$ cat config.mk
export PLATFORM = sky130hd
export DESIGN_NAME = imu_attitude_frame_parser
export DESIGN_NICKNAME = d
export VERILOG_FILES = /design/src/rtl/imuap_pkg.sv /design/src/rtl/imuap_frame_tracker.sv /design/src/rtl/imu_attitude_frame_parser.sv
export SDC_FILE = /design/constraint.sdc
export NUM_CORES = 1
export LEC_CHECK = 0
export BUFFER_PORTS_ARGS = -buffer_cell sky130_fd_sc_hd__buf_4
export CAP_MARGIN = 20
export CORE_MARGIN = 2
export CORE_UTILIZATION = 60
export CTS_BUF_LIST = sky130_fd_sc_hd__clkbuf_8 sky130_fd_sc_hd__clkbuf_16
export DETAILED_ROUTE_END_ITERATION = 8
export PLACE_DENSITY = 0.82
export SETUP_SLACK_MARGIN = 0.15
export SLEW_MARGIN = 20
export SYNTH_ARGS = -nofsm -noshare
export SYNTH_HDL_FRONTEND = slang
export SYNTH_HIERARCHICAL = 1
export SYNTH_SLANG_ARGS = --single-unit
$ cat constraint.sdc
create_clock -name clk -period 12.9 [get_ports clk]
set_clock_uncertainty 0.1 [all_clocks]
set_input_delay 1.935 -clock clk [delete_from_list [all_inputs] [get_ports clk]]
set_output_delay 1.935 -clock clk [all_outputs]
set_load 0.02 [all_outputs]
$ cat src/rtl/imuap_pkg.sv
`timescale 1ns / 1ps

package imuap_pkg;

    // frame geometry
    localparam int MAX_FRAME = 64;
    localparam int MAX_LEN   = MAX_FRAME - 5;
    localparam int POS_W     = 9;
    localparam int LEN_W     = 8;
    localparam int BODY_LEN  = 20;
    localparam int BODY_FIRST = 7;
    localparam int BODY_LAST  = 22;
    localparam int OBJ_POS    = 3;

    localparam int BYTE_W = 8;
    localparam int ID_W   = 7;
    localparam int WORD_W = 32;
    localparam int CRC_W  = 16;
    localparam int EV_W   = 3;
    localparam int CFG_IDX_W = 2;

    localparam logic [CRC_W-1:0] CRC_INIT = 16'hFFFF;
    localparam logic [CRC_W-1:0] CRC_POLY = 16'hA001;

    // sign-stripped limits of roll, pitch and yaw
    localparam logic [WORD_W-1:0] LIM_ROLL  = 32'h4334_0000;
    localparam logic [WORD_W-1:0] LIM_PITCH = 32'h42B4_0000;
    localparam logic [WORD_W-1:0] LIM_YAW   = 32'h43B4_0000;

    localparam logic [BYTE_W-1:0] SYNC_FIRST_RST  = 8'hAA;
    localparam logic [BYTE_W-1:0] SYNC_SECOND_RST = 8'h55;
    localparam logic [ID_W-1:0]   ATT_ID_RST      = 7'd35;

    // configuration register indexes
    localparam logic [CFG_IDX_W-1:0] CFG_SYNC_FIRST  = 2'd0;
    localparam logic [CFG_IDX_W-1:0] CFG_SYNC_SECOND = 2'd1;
    localparam logic [CFG_IDX_W-1:0] CFG_ATT_ID      = 2'd2;

    // event codes
    localparam logic [EV_W-1:0] EV_NONE       = 3'd0;
    localparam logic [EV_W-1:0] EV_ATT_OK     = 3'd1;
    localparam logic [EV_W-1:0] EV_ATT_REJECT = 3'd2;
    localparam logic [EV_W-1:0] EV_OTHER      = 3'd3;
    localparam logic [EV_W-1:0] EV_CRC_ERR    = 3'd4;
    localparam logic [EV_W-1:0] EV_LEN_REJECT = 3'd5;

    typedef struct packed {
        logic       frame_end;
        logic       crc_good;
        logic       obj_match;
        logic       body_len;
        logic       len_reject;
        logic       body_we;
        logic [1:0] body_word;
        logic [1:0] body_lane;
    } trk_status_t;

    function automatic logic [CRC_W-1:0] crc_feed(logic [CRC_W-1:0] crc_in,
                                                  logic [BYTE_W-1:0] b);
        logic [CRC_W-1:0] c;
        c = crc_in ^ {{(CRC_W-BYTE_W){1'b0}}, b};
        for (int k = 0; k < BYTE_W; k++)
        begin
            if (c[0])
                c = (c >> 1) ^ CRC_POLY;
            else
                c = c >> 1;
        end
        return c;
    endfunction

endpackage

$ cat src/rtl/imuap_frame_tracker.sv
`timescale 1ns / 1ps

module imuap_frame_tracker (
    input  logic                               clk,
    input  logic                               rst_n,
    input  logic                               accept,
    input  logic [imuap_pkg::BYTE_W-1:0]       rx_byte,
    input  logic [imuap_pkg::BYTE_W-1:0]       sync_first,
    input  logic [imuap_pkg::BYTE_W-1:0]       sync_second,
    input  logic [imuap_pkg::ID_W-1:0]         attitude_id,
    output imuap_pkg::trk_status_t             status
);

    logic [imuap_pkg::POS_W-1:0] pos_reg, pos_next;
    logic                        in_frame_reg, in_frame_next;
    logic [imuap_pkg::LEN_W-1:0] len_reg, len_next;
    logic [imuap_pkg::CRC_W-1:0] crc_reg, crc_next;
    logic                        crc_hi_reg, crc_hi_next;
    logic [imuap_pkg::ID_W-1:0]  obj_reg, obj_next;

    logic [imuap_pkg::POS_W:0]   pos_x;
    logic [imuap_pkg::POS_W:0]   len_x;
    logic [imuap_pkg::POS_W:0]   pos_inc;
    logic [imuap_pkg::POS_W-1:0] body_idx;
    logic                        crc_good;

    assign pos_x    = {1'b0, pos_reg};
    assign len_x    = {{(imuap_pkg::POS_W + 1 - imuap_pkg::LEN_W){1'b0}}, len_reg};
    assign pos_inc  = pos_x + (imuap_pkg::POS_W + 1)'(1);
    assign body_idx = pos_reg - imuap_pkg::POS_W'(imuap_pkg::BODY_FIRST);
    assign crc_good = crc_hi_reg && (rx_byte == crc_reg[imuap_pkg::BYTE_W-1:0]);

    always_comb
    begin
        pos_next      = pos_reg;
        in_frame_next = in_frame_reg;
        len_next      = len_reg;
        crc_next      = crc_reg;
        crc_hi_next   = crc_hi_reg;
        obj_next      = obj_reg;

        status            = '0;
        status.crc_good   = crc_good;
        status.obj_match  = (obj_reg == attitude_id);
        status.body_len   = (len_reg == imuap_pkg::LEN_W'(imuap_pkg::BODY_LEN));
        status.body_word  = body_idx[3:2];
        status.body_lane  = body_idx[1:0];

        if (!in_frame_reg)
        begin
            priority if (pos_reg == imuap_pkg::POS_W'(0) && rx_byte == sync_first)
            begin
                pos_next = imuap_pkg::POS_W'(1);
            end
            else if (pos_reg == imuap_pkg::POS_W'(1) && rx_byte == sync_second)
            begin
                pos_next = imuap_pkg::POS_W'(2);
            end
            else if (pos_reg == imuap_pkg::POS_W'(2))
            begin
                if ({1'b0, rx_byte} > (imuap_pkg::BYTE_W + 1)'(imuap_pkg::MAX_LEN))
                begin
                    pos_next          = '0;
                    len_next          = '0;
                    crc_next          = imuap_pkg::CRC_INIT;
                    crc_hi_next       = 1'b0;
                    status.len_reject = 1'b1;
                end
                else
                begin
                    len_next      = rx_byte;
                    crc_next      = imuap_pkg::crc_feed(imuap_pkg::CRC_INIT, rx_byte);
                    in_frame_next = 1'b1;
                    pos_next      = imuap_pkg::POS_W'(3);
                end
            end
            else
            begin
                // stray byte, may itself open a new sync pair
                pos_next    = (rx_byte == sync_first) ? imuap_pkg::POS_W'(1) : '0;
                len_next    = '0;
                crc_next    = imuap_pkg::CRC_INIT;
                crc_hi_next = 1'b0;
            end
        end
        else
        begin
            if (pos_reg == imuap_pkg::POS_W'(imuap_pkg::OBJ_POS))
                obj_next = rx_byte[imuap_pkg::ID_W-1:0];
            status.body_we = (pos_reg >= imuap_pkg::POS_W'(imuap_pkg::BODY_FIRST)) &&
                             (pos_reg <= imuap_pkg::POS_W'(imuap_pkg::BODY_LAST));

            if (pos_x <= len_x + (imuap_pkg::POS_W + 1)'(2))
                crc_next = imuap_pkg::crc_feed(crc_reg, rx_byte);
            else if (pos_x == len_x + (imuap_pkg::POS_W + 1)'(3))
                crc_hi_next = (rx_byte == crc_reg[imuap_pkg::CRC_W-1:imuap_pkg::BYTE_W]);

            pos_next = pos_inc[imuap_pkg::POS_W-1:0];

            if (pos_x >= len_x + (imuap_pkg::POS_W + 1)'(4) ||
                pos_inc >= (imuap_pkg::POS_W + 1)'(imuap_pkg::MAX_FRAME))
            begin
                status.frame_end = (pos_x >= len_x + (imuap_pkg::POS_W + 1)'(4));
                pos_next         = '0;
                in_frame_next    = 1'b0;
                len_next         = '0;
                crc_next         = imuap_pkg::CRC_INIT;
                crc_hi_next      = 1'b0;
            end
        end
    end

    always_ff @(posedge clk or negedge rst_n)
    begin
        if (!rst_n)
        begin
            pos_reg      <= '0;
            in_frame_reg <= 1'b0;
            len_reg      <= '0;
            crc_reg      <= imuap_pkg::CRC_INIT;
            crc_hi_reg   <= 1'b0;
            obj_reg      <= '0;
        end
        else if (accept)
        begin
            pos_reg      <= pos_next;
            in_frame_reg <= in_frame_next;
            len_reg      <= len_next;
            crc_reg      <= crc_next;
            crc_hi_reg   <= crc_hi_next;
            obj_reg      <= obj_next;
        end
    end

endmodule

$ cat src/rtl/imu_attitude_frame_parser.sv
`timescale 1ns / 1ps

// channel   | direction | signals                    | contents
// ----------+-----------+----------------------------+----------------------------------------
// s_*       | in        | tvalid tready tdata[7:0]   | rx_byte
// m_*       | out       | tvalid tready tdata tuser  | tdata: time_stamp roll pitch yaw
//           |           |                            |   good_frames crc_failures other_frames
//           |           |                            | tuser: event_res, data_valid
// cfg_*     | in        | we index[1:0] data[7:0]    | sync_first, sync_second, attitude id
//
// one item per cycle while s_tready is high; its result is in the output register the cycle after acceptance
// the sync hunt, crc update and field capture of a byte all take effect on its acceptance
// reset is immediate, no clearing pass; the staged body needs no reset
// m_tready low holds the result; s_tready drops only while a result waits untaken

module imu_attitude_frame_parser (
    input  logic                                 clk,
    input  logic                                 rst_n,
    input  logic                                 s_tvalid,
    output logic                                 s_tready,
    input  logic [7:0]                           s_tdata,   // [7:0] rx_byte
    output logic                                 m_tvalid,
    input  logic                                 m_tready,
    // [31:0] time_stamp, [63:32] roll_bits, [95:64] pitch_bits, [127:96] yaw_bits,
    // [159:128] good_frames, [191:160] crc_failures, [223:192] other_frames
    output logic [223:0]                         m_tdata,
    output logic [3:0]                           m_tuser,   // [2:0] event_res, [3] data_valid
    input  logic                                 cfg_we,
    input  logic [imuap_pkg::CFG_IDX_W-1:0]      cfg_index,
    input  logic [imuap_pkg::BYTE_W-1:0]         cfg_data
);

    logic [imuap_pkg::BYTE_W-1:0] sync_first_reg, sync_second_reg;
    logic [imuap_pkg::ID_W-1:0]   att_id_reg;

    logic [imuap_pkg::WORD_W-1:0] staged_reg [4];
    logic [imuap_pkg::WORD_W-1:0] pub_reg    [4];
    logic [imuap_pkg::WORD_W-1:0] pub_next   [4];
    logic                         valid_reg, valid_next;
    logic [imuap_pkg::WORD_W-1:0] good_cnt_reg, good_cnt_next;
    logic [imuap_pkg::WORD_W-1:0] crc_cnt_reg, crc_cnt_next;
    logic [imuap_pkg::WORD_W-1:0] other_cnt_reg, other_cnt_next;
    logic                         out_valid_reg, out_valid_next;
    logic [imuap_pkg::EV_W-1:0]   ev_reg, ev_next, ev_item;

    logic                         accept;
    logic                         angles_ok;
    imuap_pkg::trk_status_t       trk;

    assign s_tready = !out_valid_reg || m_tready;
    assign accept   = s_tvalid && s_tready;

    imuap_frame_tracker u_tracker (
        .clk         (clk),
        .rst_n       (rst_n),
        .accept      (accept),
        .rx_byte     (s_tdata),
        .sync_first  (sync_first_reg),
        .sync_second (sync_second_reg),
        .attitude_id (att_id_reg),
        .status      (trk)
    );

    always_ff @(posedge clk or negedge rst_n)
    begin
        if (!rst_n)
        begin
            sync_first_reg  <= imuap_pkg::SYNC_FIRST_RST;
            sync_second_reg <= imuap_pkg::SYNC_SECOND_RST;
            att_id_reg      <= imuap_pkg::ATT_ID_RST;
        end
        else if (cfg_we)
        begin
            unique case (cfg_index)
                imuap_pkg::CFG_SYNC_FIRST:  sync_first_reg  <= cfg_data;
                imuap_pkg::CFG_SYNC_SECOND: sync_second_reg <= cfg_data;
                imuap_pkg::CFG_ATT_ID:      att_id_reg      <= cfg_data[imuap_pkg::ID_W-1:0];
                default:                    ;
            endcase
        end
    end

    // body bytes land little-endian in the staged words
    always_ff @(posedge clk)
    begin
        if (accept && trk.body_we)
        begin
            unique case (trk.body_lane)
                2'd0: staged_reg[trk.body_word][7:0]   <= s_tdata;
                2'd1: staged_reg[trk.body_word][15:8]  <= s_tdata;
                2'd2: staged_reg[trk.body_word][23:16] <= s_tdata;
                2'd3: staged_reg[trk.body_word][31:24] <= s_tdata;
                default: ;
            endcase
        end
    end

    assign angles_ok = ({1'b0, staged_reg[1][30:0]} <= imuap_pkg::LIM_ROLL) &&
                       ({1'b0, staged_reg[2][30:0]} <= imuap_pkg::LIM_PITCH) &&
                       ({1'b0, staged_reg[3][30:0]} <= imuap_pkg::LIM_YAW);

    always_comb
    begin
        pub_next       = pub_reg;
        valid_next     = valid_reg;
        good_cnt_next  = good_cnt_reg;
        crc_cnt_next   = crc_cnt_reg;
        other_cnt_next = other_cnt_reg;
        ev_item        = imuap_pkg::EV_NONE;

        if (trk.len_reject)
        begin
            ev_item = imuap_pkg::EV_LEN_REJECT;
        end
        else if (trk.frame_end)
        begin
            priority if (!trk.crc_good)
            begin
                crc_cnt_next = crc_cnt_reg + imuap_pkg::WORD_W'(1);
                ev_item      = imuap_pkg::EV_CRC_ERR;
            end
            else if (!trk.obj_match)
            begin
                other_cnt_next = other_cnt_reg + imuap_pkg::WORD_W'(1);
                ev_item        = imuap_pkg::EV_OTHER;
            end
            else if (trk.body_len)
            begin
                pub_next = staged_reg;
                if (angles_ok)
                begin
                    good_cnt_next = good_cnt_reg + imuap_pkg::WORD_W'(1);
                    valid_next    = 1'b1;
                    ev_item       = imuap_pkg::EV_ATT_OK;
                end
                else
                begin
                    ev_item = imuap_pkg::EV_ATT_REJECT;
                end
            end
            else
            begin
                ev_item = imuap_pkg::EV_ATT_REJECT;
            end
        end

        out_valid_next = out_valid_reg;
        ev_next        = ev_reg;
        if (accept)
        begin
            out_valid_next = 1'b1;
            ev_next        = ev_item;
        end
        else if (m_tready)
        begin
            out_valid_next = 1'b0;
        end
    end

    always_ff @(posedge clk or negedge rst_n)
    begin
        if (!rst_n)
        begin
            for (int i = 0; i < 4; i++)
                pub_reg[i] <= '0;
            valid_reg     <= 1'b0;
            good_cnt_reg  <= '0;
            crc_cnt_reg   <= '0;
            other_cnt_reg <= '0;
            out_valid_reg <= 1'b0;
            ev_reg        <= imuap_pkg::EV_NONE;
        end
        else
        begin
            out_valid_reg <= out_valid_next;
            ev_reg        <= ev_next;
            if (accept)
            begin
                pub_reg       <= pub_next;
                valid_reg     <= valid_next;
                good_cnt_reg  <= good_cnt_next;
                crc_cnt_reg   <= crc_cnt_next;
                other_cnt_reg <= other_cnt_next;
            end
        end
    end

    // parse state only moves on acceptance, which also refills the output register
    assign m_tvalid = out_valid_reg;
    assign m_tuser  = {valid_reg, ev_reg};
    assign m_tdata  = {other_cnt_reg, crc_cnt_reg, good_cnt_reg,
                       pub_reg[3], pub_reg[2], pub_reg[1], pub_reg[0]};

endmodule

==> results of run 1 <==
[path summary, 6_finish.rpt]
kind | startpoint | cells after the start | to | slack [ns]
worst max-delay path | s_tdata[5] | 11 | good_cnt_reg[22] | 7.42
worst min-delay path | crc_cnt_reg[31] | 1 | crc_cnt_reg[31] | 0.37
worst max register to register | u_tracker/len_reg[4] | 14 | good_cnt_reg[22] | 7.99
worst min register to register | crc_cnt_reg[31] | 1 | crc_cnt_reg[31] | 0.37
max in group asynchronous | rst_n | 3 | m_tdata[3] | 9.12
min in group asynchronous | rst_n | 1 | other_cnt_reg[22] | 1.35
[routing by layer]
metal  vias up  GRT usage, %
li1       7656             -
met3       104         4.380
met4         0         10.76
met5         -             0
met2       808         47.68
met1      8183         43.54
[worst register-to-register path: cells and delay by family, from the launching register on]
| kind | cells | cell delay (ns) |
|---|---|---|
| AND/OR/NAND/NOR | 10 | 3.25 |
| flip-flops | 1 | 0.62 |
| XOR/XNOR | 2 | 0.38 |
| adder cells (fa/ha/maj) | 1 | 0.31 |
| AO/OA/AOI/OAI | 1 | 0.18 |
[power groups by stage]
stage	registers [mW]	clock network, mW	logic [mW]
2_1_floorplan	1.71	0	1.11
3_3_place_gp	1.74	0	1.37
3_5_place_dp	1.75	0	1.42
4_1_cts	1.72	1.28	1.43
5_1_grt	1.74	1.34	1.61
6_report	1.73	1.27	1.47
[final cells by class]
type	count	area share [%]
Clock buffer	53	5.017
Clock inverter	27	0.9430
Inverter	60	0.9327
Multi-Input combinational cell	1508	36.49
Sequential cell	422	46.02
Tap cell	455	2.332
Timing Repair Buffer	267	8.271
[cell families after synthesis]
family / Yosys count
simple gates: 898
flops: 422
compound gates: 365
buf+inv: 191
xor+xnor: 172
fa+ha+maj: 40
mux: 33
[layout by cell type (no fill, tap or decap), types with 27 or more instances in the layout]
master     instances
ha_1              39
xor2_1            74
o21ai_0          184
a21oi_1           52
buf_4            265
inv_1             72
xnor2_1           93
nand4_1           38
nor2_1            80
clkbuf_16         44
dfstp_2           27
edfxtp_1         128
nand3_1           83
mux2_2            32
a22o_1            64
nand2_1          540
dfrtp_1          267
[stage by stage]
stage          std cells  util (%)  hold slack [ns]  cell area (um2)  setup WS [ns]
2_1_floorplan       2121         -           0.3406            20910          5.676
3_3_place_gp        2711     66.55           0.3566            22930          7.137
3_5_place_dp        2711     66.57           0.3586            22940          6.988
4_1_cts             2791     70.79           0.3693            24390          7.411
5_1_grt             2792     70.85           0.3854            24410          7.047
6_report            2792     70.85           0.3666            24410          7.421
==> flow_metrics.env, run 1 <==
export IMPL_fmax_ghz=0.1825
export IMPL_hold_buffers=0
export IMPL_drc=0
export IMPL_synth_edf_count=128
export IMPL_ys_types=79
export IMPL_syn_avg_cell_area_um2=9.857
export IMPL_worstPathArrival_ns=5.83
export IMPL_tightest_slew_ns=1.086
export IMPL_timing_final_crit_share_pct=42.47
export IMPL_cts_clk_slew_worst_paths_ns=0.06
export IMPL_synth_ff_type="dfrtp_1"
export IMPL_max_slew_margin_pct=27.32
export IMPL_startpoint_type="input port"
export IMPL_antenna_found_initial=0
export IMPL_synth_top_family_by_area="simple AND/OR/NAND/NOR gates"
export IMPL_firstDrtPassIters=8
export IMPL_crit_chain="buf_4 -> xnor2_1 -> ha_1 -> nand4_1 -> nor3b_1 -> nand2_1 -> nor4b_2 -> nand3_4 -> or3_4 -> nor4_1 -> xor2_1"
export IMPL_critPathCaptureType="register"
export IMPL_numCtsBuffers=44
export IMPL_grt_max_degree=107
export IMPL_ys_seq_area_share_pct=53.73
export IMPL_finalHoldViolations=0
export IMPL_viasPerCell=6.000
export IMPL_synth_compound_area_share_pct=10.88
export IMPL_nFillCells=2523
export IMPL_switchingPower_mw=1.588
export IMPL_synthCells=2121
export IMPL_synth_mux_area_fraction_pct=1.771
export IMPL_drv_cap=0
export IMPL_ys_warn_count=6
export IMPL_cp_num_buf_inv=1
export IMPL_die_area_um2=36360
export IMPL_ir_drop_mv=0.1390
export IMPL_rsz0062_at_grt="no"
export IMPL_highest_layer="met4"
export IMPL_path_class="in -> reg"
export IMPL_min_period_ns=5.479
export IMPL_ios=253
export IMPL_required_ns=13.25
export IMPL_syn_nets=2184
export IMPL_total_power_mw=4.470
export IMPL_track_usage_pct=30.40
export IMPL_grt_first_pass_wirelength_mm=88.19
export IMPL_slowest_delay_ns=0.76
export IMPL_clock_tree_root_cell="clkbuf_16"
export IMPL_yosys_cell_count_top_type="nand2_1"
export IMPL_pwr_share_clk_pct=28.4
export IMPL_coreArea_um2=34460
export IMPL_pwr_share_comb_pct=32.9
export IMPL_drv_slew=0
export IMPL_power_density_nw_per_um2=183.1
export IMPL_synth_area_um2=20910
export IMPL_synthArstFlopShare_pct=69.67
export IMPL_cts_htree_levels=2
export IMPL_die_w_um=190.7
export IMPL_synthSimpleGateAreaFrac_pct=19.81
export IMPL_synthAdderAreaFrac_pct=2.394
export IMPL_ff_latch_area_um2=11230
export IMPL_multi_input_area_um2=8909
export IMPL_intPower_mw=2.882
export IMPL_place_hpwl_mm=37.83
export IMPL_routed_wl_met2_mm=26.12
export IMPL_avgRoutedWirePerCell_um=19.85
export IMPL_nets=2366
export IMPL_yosys_area_top_type="dfrtp_1"
export IMPL_cts_tree="done"
export IMPL_worstSkewPairLatency_ns=0.55
export IMPL_drtIter0Drc=1768
export IMPL_post_cts_resized=0
export IMPL_route_met3_wl_mm=4.437
export IMPL_gp_congestion=0.9451
export IMPL_p_sw_share_pct=35.52
export IMPL_die_height_um=190.7
export IMPL_overflow=0
export IMPL_fin_setup_tns_ns=0
export IMPL_p_seq_share_pct=38.7
export IMPL_routed_wl_mm=55.43
export IMPL_cts_setup_buffers=0
export IMPL_setup_viol=0
export IMPL_ant_nets=0
export IMPL_num_antenna_cells=0
export IMPL_synth_xor_area_share_pct=7.475
export IMPL_initial_core_util_pct=60.68
export IMPL_grt_pass1_vias=16160
export IMPL_syn_to_final_growth_pct=16.77
export IMPL_vias=16750
export IMPL_portBuffers=252
export IMPL_drive_above_1_share_pct=18.66
export IMPL_rows=68
export IMPL_synth_common_cells="540 x nand2_1, 267 x dfrtp_1, 184 x o21ai_0"
export IMPL_cp_max_fo=84
export IMPL_netlist_area_leader_share_pct=31.96
export IMPL_cts_max_path_buffers=3
export IMPL_crit_path_top_delay_cell="or3_4"
export IMPL_synth_seq_cells=422
export IMPL_holdCritPathClass="reg -> reg"
export IMPL_outcome="completed"
export IMPL_synth_area_top_cells="dfrtp_1 32%, edfxtp_1 18%, nand2_1 9.7%"
export IMPL_clkSinkCount=422
export IMPL_crit_family="simple AND/OR/NAND/NOR gates"
export IMPL_leakagePower_nw=11.41
export IMPL_wl_met1_mm=23.10
Power figures use the tool's default switching activity.
==> run 2, diff against run 1 <==
CORE_UTILIZATION = 59   (was 60)
PLACE_DENSITY = 0.81   (was 0.82)
clock period = 5.25 ns   (was 12.9 ns; I/O delays follow)
==> flow_metrics.env, run 2 (synthesis gave the netlist of run 1 again) <==
export IMPL_place_area_um2=22990
export IMPL_drc=0
export IMPL_post_cts_resized=0
export IMPL_finalHoldViolations=0
export IMPL_nets=2367
export IMPL_overflow=0
export IMPL_final_util_pct=70.49
export IMPL_post_place_ws_ns=0.8583
export IMPL_portBuffers=252
export IMPL_die_height_um=192.2
export IMPL_worstPathArrival_ns=4.73
export IMPL_mostFrequentLayoutCells="540 x nand2_1, 267 x dfrtp_1, 265 x buf_4"
export IMPL_drive_above_1_share_pct=18.70
export IMPL_drv_slew=0
export IMPL_routed_wl_mm=54.70
export IMPL_hold_ws_ns=0.1202
export IMPL_final_cells=2792
export IMPL_drv_cap=0
export IMPL_numCtsBuffers=43
export IMPL_firstDrtPassIters=7
export IMPL_initial_core_util_pct=60.23
export IMPL_worstSkewPairLatency_ns=0.56
export IMPL_track_usage_pct=29.54
export IMPL_outcome="completed"
export IMPL_path_class="reg -> reg"
export IMPL_clock_tree_root_cell="clkbuf_16"
export IMPL_setup_viol=0
export IMPL_power_density_nw_per_um2=446.7
export IMPL_leakagePower_nw=11.42
export IMPL_cp_max_fo=93
export IMPL_rsz0062_at_grt="no"
export IMPL_grt_pass1_vias=16080
export IMPL_slowest_delay_ns=0.79
export IMPL_drtIter0Drc=1716
export IMPL_total_power_mw=10.93
export IMPL_layout_commonest_cell="nand2_1"
export IMPL_grt_max_degree=126
export IMPL_cts_setup_buffers=0
export IMPL_required_ns=5.55
export IMPL_syn_to_final_growth_pct=17.03
export IMPL_ios=253
export IMPL_die_w_um=192.2
export IMPL_final_area_um2=24470
export IMPL_cts_max_path_buffers=3
export IMPL_fmax_ghz=0.2254
export IMPL_ant_nets=0
export IMPL_fin_setup_tns_ns=0
export IMPL_die_area_um2=36960
export IMPL_placedCellCount=2714
export IMPL_vias=16730
export IMPL_max_slew_margin_pct=26.62
export IMPL_cts_tree="done"
export IMPL_antenna_found_initial=0
export IMPL_crit_chain="ha_1 -> xnor2_1 -> ha_1 -> nand3_1 -> nand2_1 -> a41oi_1 -> o21ai_0 -> and2_1 -> nand2_1 -> nor4b_2 -> nand3_4 -> buf_4 -> buf_4 -> o21ai_0"
export IMPL_num_antenna_cells=0
export IMPL_min_period_ns=4.437
export IMPL_cts_clk_slew_worst_paths_ns=0.06
export IMPL_ir_drop_mv=0.2853
export IMPL_cts_htree_levels=2
export IMPL_place_hpwl_mm=36.34
export IMPL_critPathCaptureType="register"
export IMPL_holdCritPathClass="in -> async"
export IMPL_tightest_slew_ns=1.100
export IMPL_crit_family="buffers and inverters"
export IMPL_gp_congestion=0.9125
export IMPL_cp_num_buf_inv=2
export IMPL_coreArea_um2=34710
export IMPL_crit_path_top_delay_cell="buf_4"
export IMPL_startpoint_type="register"
export IMPL_timing_final_crit_share_pct=84.52
export IMPL_hold_buffers=0
export IMPL_grt_first_pass_wirelength_mm=86.80
export IMPL_avgRoutedWirePerCell_um=19.59
export IMPL_viasPerCell=5.990
export IMPL_fin_ws_ns=0.8127
export IMPL_rows=68
export IMPL_clkSinkCount=422
run 2: worst paths after layout:
path	cells past startpoint	from	end	slack, ns
min in group clk	2	register	m_tdata[5]	0.37
max in group asynchronous	2	rst_n	crc_cnt_reg[6]	3.72
hold reg to reg	2	register	m_tdata[5]	0.37
hold / removal	1	rst_n	other_cnt_reg[20]	0.12
setup reg to reg	14	u_tracker/len_reg[3]	m_tdata[95]	0.81
setup / recovery	14	u_tracker/len_reg[3]	m_tdata[95]	0.81
run 2: cell type report:
cell class / count / area (um2)
sequential: 422 / 11230
inverter: 60 / 227.7
timing repair buffer: 269 / 2064
clock buffer: 51 / 1220
multi-input combinational: 1508 / 8914
fill: 2551 / 10240
clock inverter: 27 / 239.0
tap: 455 / 569.3
run 2: where the power goes:
part	switching, mW	total, mW	leakage, nW	internal [mW]
clock	1.29	3.14	0.764	1.85
combinational	2.26	3.54	5.55	1.28
sequential	0.298	4.24	5.10	3.95
run 2: routing by layer:
metal | wire, um | global-route usage, %
met4 | 1885 | 11.74
met3 | 4310 | 4.075
met1 | 22970 | 41.52
met5 | 0 | 0
met2 | 25530 | 46.64
